===== src/hw/rtl/ksel_pkg.sv =====
// Shared types and constants for the k-th smallest select unit.
package ksel_pkg;

    // Width of the rank register.
    localparam int RANK_W = 5;

    // Rank value at reset.
    localparam logic [RANK_W-1:0] RANK_RESET = RANK_W'(1);

    // Control handed from one cell to the next one up the chain.
    typedef struct packed {
        logic valid;    // cell holds a kept value
        logic shift;    // cell moves its value up on this insert
    } ksel_link_t;

endpackage


===== src/hw/rtl/ksel_cell.sv =====
// One compare-and-shift cell of the sorted insertion chain.
module ksel_cell #(
    parameter int VALUE_WIDTH = 32
) (
    input  logic                          aclk,
    input  logic                          aresetn,
    input  logic                          clear,
    input  logic                          ins_en,
    input  logic signed [VALUE_WIDTH-1:0] ins_value,
    input  ksel_pkg::ksel_link_t          prev_link,
    input  logic signed [VALUE_WIDTH-1:0] prev_value,
    output ksel_pkg::ksel_link_t          link_out,
    output logic signed [VALUE_WIDTH-1:0] value_out
);
    import ksel_pkg::*;

    logic                          valid_reg;
    logic                          valid_next;
    logic signed [VALUE_WIDTH-1:0] value_reg;
    logic signed [VALUE_WIDTH-1:0] value_next;
    logic                          own_shift;

    // Strict less: an equal value lands after the kept copies.
    assign own_shift = valid_reg && (ins_value < value_reg);

    always_comb begin
        valid_next = valid_reg;
        value_next = value_reg;
        if (clear) begin
            valid_next = 1'b0;
        end else if (ins_en) begin
            if (prev_link.shift) begin
                value_next = prev_value;
                valid_next = 1'b1;
            end else if (own_shift) begin
                value_next = ins_value;
            end else if (!valid_reg && prev_link.valid) begin
                value_next = ins_value;
                valid_next = 1'b1;
            end
        end
    end

    always_ff @(posedge aclk) begin
        if (!aresetn) begin
            valid_reg <= 1'b0;
        end else begin
            valid_reg <= valid_next;
        end
        value_reg <= value_next;
    end

    assign link_out.valid = valid_reg;
    assign link_out.shift = own_shift;
    assign value_out      = value_reg;

endmodule


===== src/hw/rtl/kth_smallest_select_unit.sv =====
// K-th smallest select unit: sorted insertion chain with rank readout.
// Throughput: one word per cycle within a set.
// A word with tlast is inserted, then the chain is read at the rank and cleared;
// s_tready stays low until that readout, which waits while m_ is stalled.
// The result is registered on m_ after pend_reg marks the set as complete.
// Reset (aresetn low, synchronous): chain emptied, no result held, rank = 1.
module kth_smallest_select_unit #(
    parameter int MAX_K       = 16,
    parameter int VALUE_WIDTH = 32
) (
    input  logic                                aclk,
    input  logic                                aresetn,
    input  logic                                cfg_wr_en,
    input  logic [ksel_pkg::RANK_W-1:0]         cfg_wr_data,    // kth_rank
    input  logic                                s_tvalid,
    output logic                                s_tready,
    input  logic [((VALUE_WIDTH+7)/8)*8-1:0]    s_tdata,        // sample_value
    input  logic                                s_tlast,        // last_item
    output logic                                m_tvalid,
    input  logic                                m_tready,
    output logic [((VALUE_WIDTH+7)/8)*8-1:0]    m_tdata,        // kth_value
    output logic                                m_tuser         // rank_error
);
    import ksel_pkg::*;

    localparam int DATA_W = ((VALUE_WIDTH + 7) / 8) * 8;

    logic [RANK_W-1:0]             rank_reg;
    logic                          pend_reg;
    logic                          m_valid_reg;
    logic signed [VALUE_WIDTH-1:0] m_value_reg;
    logic                          m_error_reg;

    logic                          in_acc;
    logic                          out_free;
    logic                          do_report;
    logic signed [VALUE_WIDTH-1:0] ins_value;

    ksel_link_t                    link   [MAX_K+1];
    logic signed [VALUE_WIDTH-1:0] values [MAX_K+1];

    logic [RANK_W-1:0]             rank_m1;
    logic                          sel_valid;
    logic signed [VALUE_WIDTH-1:0] sel_value;
    logic                          rank_ok;

    assign s_tready  = !pend_reg;
    assign in_acc    = s_tvalid && s_tready;
    assign out_free  = !m_valid_reg || m_tready;
    assign do_report = pend_reg && out_free;
    assign ins_value = s_tdata[VALUE_WIDTH-1:0];

    // Head of the chain: always "valid", never shifts.
    assign link[0].valid = 1'b1;
    assign link[0].shift = 1'b0;
    assign values[0]     = '0;

    for (genvar i = 0; i < MAX_K; i++) begin : g_cell
        ksel_cell #(
            .VALUE_WIDTH(VALUE_WIDTH)
        ) u_cell (
            .aclk      (aclk),
            .aresetn   (aresetn),
            .clear     (do_report),
            .ins_en    (in_acc),
            .ins_value (ins_value),
            .prev_link (link[i]),
            .prev_value(values[i]),
            .link_out  (link[i+1]),
            .value_out (values[i+1])
        );
    end

    // Rank readout mux over the cells.
    assign rank_m1 = rank_reg - RANK_W'(1);

    always_comb begin
        sel_valid = 1'b0;
        sel_value = '0;
        for (int i = 0; i < MAX_K; i++) begin
            if (int'(rank_m1) == i) begin
                sel_valid = link[i+1].valid;
                sel_value = values[i+1];
            end
        end
    end

    assign rank_ok = (rank_reg != '0) && (int'(rank_reg) <= MAX_K) && sel_valid;

    always_ff @(posedge aclk) begin
        if (!aresetn) begin
            rank_reg    <= RANK_RESET;
            pend_reg    <= 1'b0;
            m_valid_reg <= 1'b0;
        end else begin
            if (cfg_wr_en) begin
                rank_reg <= cfg_wr_data;
            end
            if (do_report) begin
                pend_reg    <= 1'b0;
                m_valid_reg <= 1'b1;
            end else begin
                if (in_acc && s_tlast) begin
                    pend_reg <= 1'b1;
                end
                if (m_tready) begin
                    m_valid_reg <= 1'b0;
                end
            end
        end
        if (do_report) begin
            m_value_reg <= rank_ok ? sel_value : '0;
            m_error_reg <= !rank_ok;
        end
    end

    assign m_tvalid = m_valid_reg;
    assign m_tdata  = DATA_W'($unsigned(m_value_reg));
    assign m_tuser  = m_error_reg;

endmodule


===== config.mk =====
export PLATFORM = sky130hd
export DESIGN_NAME = kth_smallest_select_unit
export DESIGN_NICKNAME = d
export VERILOG_FILES = /design/src/hw/rtl/ksel_pkg.sv /design/src/hw/rtl/ksel_cell.sv /design/src/hw/rtl/kth_smallest_select_unit.sv
export SDC_FILE = /design/constraint.sdc
export NUM_CORES = 2
export LEC_CHECK = 0
export ABC_AREA = 1
export BUFFER_PORTS_ARGS = -buffer_cell sky130_fd_sc_hd__buf_2
export CORE_MARGIN = 5
export CORE_UTILIZATION = 50
export CTS_CLUSTER_DIAMETER = 40
export DETAILED_ROUTE_END_ITERATION = 12
export GPL_TIMING_DRIVEN = 0
export PLACE_DENSITY = 0.76
export SYNTH_ARGS = -nofsm -noshare
export SYNTH_HDL_FRONTEND = slang
export SYNTH_SLANG_ARGS = --single-unit

===== constraint.sdc =====
create_clock -name aclk -period 11.2 [get_ports aclk]
set_input_delay 2.24 -clock aclk [delete_from_list [all_inputs] [get_ports aclk]]
set_output_delay 2.24 -clock aclk [all_outputs]
set_load 0.01 [all_outputs]

; ---- Word level (Yosys, flattened, before mapping)
; Cells that the tools add are included.
[op_classes]
add_sub_neg = 1
magnitude_cmp = 17
eq_ne = 31
mux = 126
bitwise = 3
n_reduce_logical = 121
[op_table]
columns = op, count
row1 = 32-bit two-way mux, 63
row2 = 32-bit less-than comparator, 16
row3 = 3-bit AND reduction, 31
row4 = 1-bit two-way mux, 63
row5 = 3-bit nonzero test, 15
row6 = 5-bit == test (second input constant), 8
row7 = 1-bit logical AND, 36
row8 = 2-bit != test (second input constant), 16
row9 = 2-bit nonzero test, 16
row10 = 5-bit by 4-bit == test with 1-bit output (second input constant), 4
row11 = 1-bit zero test, 18
row12 = 5-bit by 3-bit == test with 1-bit output (second input constant), 2
row13 = 5-bit by 2-bit == test with 1-bit output (second input constant), 1
row14 = 5-bit <= comparator (second input constant), 1
row15 = 5-bit zero test, 1
row16 = 5-bit nonzero test, 1
row17 = 5-bit by 1-bit subtractor with 5-bit output (second input constant), 1
row18 = 1-bit inverter, 3
row19 = 2-bit AND reduction, 1
row20 = 2-bit OR reduction, 1
row21 = 1-bit logical OR, 1
[word_totals]
ff_bits = 568
in_bits = 43
output_inout_bits = 35
word_cells = 336

; ---- Logic depth before layout (Yosys ltp)
[depth]
word_depth = 20
ltp_mapped = 19
ltp_nobuf = 17

; ---- Cells and area by module
; A second synthesis with hierarchy kept.
[hier_totals]
hier_cells = 4638
area_unflattened_um2 = 42746.0
[modules_own_cells]
columns = mod, n_inst, cells_each, area_per_inst_um2, seq_area_each_um2
row1 = ksel_cell, 16, 218, 2290.9, 980.9
row2 = kth_smallest_select_unit, 1, 1150, 6090.8, 1131.1

; ---- Least setup slack after synthesis
; No wires, ideal clock.
[synth_timing]
path_type = input -> register
from = input s_tdata[21]
to = register g_cell[3].u_cell.value_reg[0] (enable)
setup_time_ns = 0.466
arrival_time_ns = 5.790
required_time_ns = 10.734
slack_ns = 4.944
cell_stages = 11
path_buffers = 1
path_cell_list = ha_1 a21oi_1 nor2_1 a211oi_1 a21oi_1 nor3_1 nand2_1 nand2_1 nand3_1 buf_2 o21ai_0
[synth_between]
elab_chain_cells = 4
word_cells_on_any_way = 6
classes_between = 2 x order compare / 4 x reduce/logical
[synth_rtl]
columns = item, line_no
row1 = from (decl), kth_smallest_select_unit.sv:17  ; input logic [((VALUE_WIDTH+7)/8)*8-1:0] s_tdata,
row2 = 32-bit less-than comparator, ksel_cell.sv:24  ; assign own_shift = valid_reg && (ins_value < value_reg);
row3 = 1-bit logical AND, ksel_cell.sv:24
row4 = 3-bit nonzero test (no line) *, n/a
row5 = 3-bit AND reduction (no line) *, n/a
row6 = to (signal assigned), ksel_cell.sv:50  ; value_reg <= value_next;
row7 = to (decl), ksel_cell.sv:19  ; logic signed [VALUE_WIDTH-1:0] value_reg;
; Every way passes the cells marked *; elsewhere a longest branch is shown, timed or not.
; A chain may end at the register's enable or synchronous reset.

; ---- Final worst setup path
[layout_timing]
from = input s_tdata[1]
to = register g_cell[4].u_cell.value_reg[4] (enable)
[layout_between]
elab_chain_cells = 4
word_cells_on_any_way = 6
classes_between = 2 x order compare / 4 x reduce/logical
[layout_rtl]
columns = item, line_no
row1 = 32-bit less-than comparator, ksel_cell.sv:24
row2 = 1-bit logical AND, ksel_cell.sv:24
row3 = 3-bit nonzero test (no line) *, n/a
row4 = 3-bit AND reduction (no line) *, n/a
row5 = to (signal assigned), ksel_cell.sv:50
row6 = to (decl), ksel_cell.sv:19
; Marked as above.

==> results.json <==
{
  "period_needed_ns": 5.59,
  "wl_met3_mm": 7.41,
  "status": "finished clean",
  "crit_path_max_fanout": 32,
  "hpwlAfterDp_mm": 88.0,
  "postCtsResizedCells": 0,
  "yosys.area.top_type": "edfxtp_1",
  "syn-cell-area_um2": 39100,
  "yosys_warnings": 0,
  "nNetsFinal": 5486,
  "slew_headroom_pct": 14.4,
  "rsz0062_at_grt": "no",
  "die_w_um": 290,
  "dieArea_um2": 84000,
  "start_kind": "input port",
  "drt_iter0_markers": 3397,
  "antenna_cells": 0,
  "finalCritPeriodShare_pct": 49.9,
  "wl_met2_mm": 51.8,
  "critical-path-max-stage-delay_ns": 0.88,
  "via_per_inst": 5.49,
  "peakVddDrop_mv": 0.138,
  "post_cts_buffers": 0,
  "synth_top_area_share_pct": 41.8,
  "grt_pass1_wl_mm": 168,
  "track_usage_pct": 25.6,
  "grt-ovfl-total": 0,
  "yosysSeqAreaShare_pct": 43.0,
  "cts_buffers": 95,
  "num_rows": 102,
  "hp-class": "reg -> reg",
  "synth_async_sr_flop_share_pct": 0,
  "path_cells": "buf_2, ha_1, o21ai_0, nand2_1, nand3_1, a21oi_1, o21ai_0, o2111ai_1, nand2_1, nand2_1, nand2_1, nand3_1, buf_2, nand3_1, nand2_1, inv_1",
  "largest_reg_flops": 512,
  "maxSlewViolCount": 0,
  "wl_met1_mm": 44.6,
  "clk_latency_ns": 0.65,
  "synthTopCellsByArea": "edfxtp_1 42%, ha_1 16%, nand2_1 11%, o21ai_0 7.6%, inv_1 6.6%",
  "core_um2": 77600,
  "synth-edff-count": 545,
  "pin_count": 78,
  "post-route-util_pct": 57.1,
  "fin_area_um2": 44300,
  "yosys-top-cells-count": "1131 x nand2_1, 685 x inv_1, 596 x o21ai_0",
  "r2r_slack_ns": 7.39,
  "clock-sinks": 568,
  "hold_viol": 0,
  "pwr_density_cell_nw_per_um2": 139,
  "antenna_found_initial": 0,
  "drive_gt1_share_pct": 6.76,
  "finClkSkew_ns": 0.0250,
  "cts.path.max_buffers": 3,
  "max_cap_violations": 0,
  "criticalPathCategory": "in -> reg",
  "crit_slowest_cell": "inv_1",
  "setup_viol": 0,
  "fp.dieH_um": 290,
  "first_pass_iters": 6,
  "place_area_um2": 40900,
  "worst_pin_slew_ns": 1.28,
  "finalSetupTns_ns": 0,
  "routedWlPerCell_um": 18.0,
  "synth_nets": 5309,
  "initial_utilization_pct": 50.4,
  "port_buffers": 77,
  "root_buffer": "clkbuf_16",
  "grt_max_degree": 34,
  "synth_top_flop_cell": "edfxtp_1",
  "arrival_ns": 5.84,
  "cts_tree": "yes",
  "power_leakage_uw": 0.0207,
  "synth_seq_cells": 568,
  "clkTransAtPathRegs_ns": 0.05,
  "grt_pass1_vias": 32800,
  "avgSynthCellArea_um2": 8.20,
  "wl_mm": 109,
  "cp_common_cell": "nand2_1",
  "via_count": 33300,
  "top_layer": "met4",
  "synthCells": 4770,
  "worst_ep_required_time_ns": 11.45,
  "synth.most_common_cell": "nand2_1",
  "cts.hold.buffers_added": 0,
  "syn_to_final_growth_pct": 13.2,
  "gp_congestion": 0.922,
  "fmax_mhz": 179,
  "htree_levels": 3,
  "route.detailed.drc": 0,
  "synth.distinct_cells": 40,
  "cp-end-kind": "register",
  "ant_nets": 0
}
==> report_power, final <==
part / internal, uW / switching, uW
Clock: 2000 / 1100
Sequential: 2370 / 15.0
Combinational: 212 / 479
==> per-stage QoR <==
stage / total power [uW] / hold WS (ns) / cells / worst slack (ns)
2_1_floorplan: 2840 / 0.454 / 4770 / 4.94
3_3_place_gp: 3070 / 0.480 / 5887 / 3.02
3_5_place_dp: 3100 / 0.487 / 5890 / 5.00
4_1_cts: 6170 / 0.492 / 6067 / 5.67
5_1_grt: 6360 / 0.516 / 6067 / 5.37
6_report: 6170 / 0.499 / 6067 / 5.61
==> layer usage <==
metal,global-route usage (%),vias up
li1,-,16600
met1,31.7,15200
met2,44.6,1250
met3,3.73,304
met4,11.2,0
met5,0,-
==> final timing paths <==
check | from | endpoint | cells past startpoint
max reg2reg | g_cell[3].u_cell.value_out[1]$_DFFE_PP_ | g_cell[4].u_cell.value_out[4]$_DFFE_PP_ | 16
min | m_tvalid$_SDFFE_PN0P_ | m_tvalid$_SDFFE_PN0P_ | 2
max | s_tdata[1] | g_cell[4].u_cell.value_out[4]$_DFFE_PP_ | 16
min reg2reg | m_tvalid$_SDFFE_PN0P_ | m_tvalid$_SDFFE_PN0P_ | 2
==> critical path, delay by kind of cell <==
family | cells | cell delay, ns
buffers and inverters | 3 | 1.62
AND/OR/NAND/NOR | 8 | 0.85
AO/OA/AOI/OAI | 4 | 0.73
adder cells (fa/ha/maj) | 1 | 0.35
==> layout by cell type, fill, tap and decap left out, types with 2 or more instances in the layout <==
| master | synthesis | final |
|---|---|---|
| o21ai_1 | 13 | 13 |
| buf_16 | 0 | 2 |
| clkinv_4 | 0 | 11 |
| nor4_1 | 12 | 12 |
| inv_1 | 685 | 685 |
| nor3_1 | 22 | 22 |
| a31oi_1 | 4 | 3 |
| inv_2 | 4 | 4 |
| buf_2 | 74 | 151 |
| inv_6 | 0 | 4 |
| nor2_1 | 320 | 320 |
| clkbuf_1 | 111 | 120 |
| clkbuf_16 | 0 | 100 |
| dfxtp_1 | 23 | 23 |
| a211oi_1 | 5 | 5 |
| ha_1 | 496 | 496 |
| bufinv_16 | 0 | 15 |
| a211o_1 | 2 | 2 |
| edfxtp_1 | 545 | 545 |
| buf_6 | 6 | 6 |
| clkinvlp_4 | 0 | 15 |
| buf_4 | 8 | 8 |
| nand3b_1 | 5 | 5 |
| clkinv_1 | 1 | 12 |
| clkinv_2 | 0 | 7 |
| a21oi_1 | 305 | 304 |
| nand3_1 | 242 | 242 |
| nand4_1 | 125 | 125 |
| buf_1 | 3 | 3 |
| nand2_1 | 1131 | 1131 |
| nand2_4 | 2 | 2 |
| clkbuf_8 | 0 | 3 |
| o21ai_0 | 596 | 595 |
| nand2_2 | 2 | 2 |
| o211ai_1 | 15 | 15 |
==> area by class of cell <==
cell class,instances,area (um^2)
plain buffers,203,931
clock buffers,112,2580
clock inverters,65,798
fillers,6762,33300
inverters,690,2590
multi-input cells,3309,18800
flip-flops and latches,568,16800
well taps,1040,1300
repair buffers,80,460
==> cell families (layout without fill, tap and decap cells) <==
kind of cell	Yosys count	count (layout)	share of synthesized area (%)
simple gates	1868	1868	19.9
compound gates	944	944	12.3
buf+inv	893	1150	9.00
flops	568	568	43.0
fa+ha+maj	496	496	15.9
xor+xnor	1	1	0.0224
Note: power is estimated with default switching activity, not from simulation.
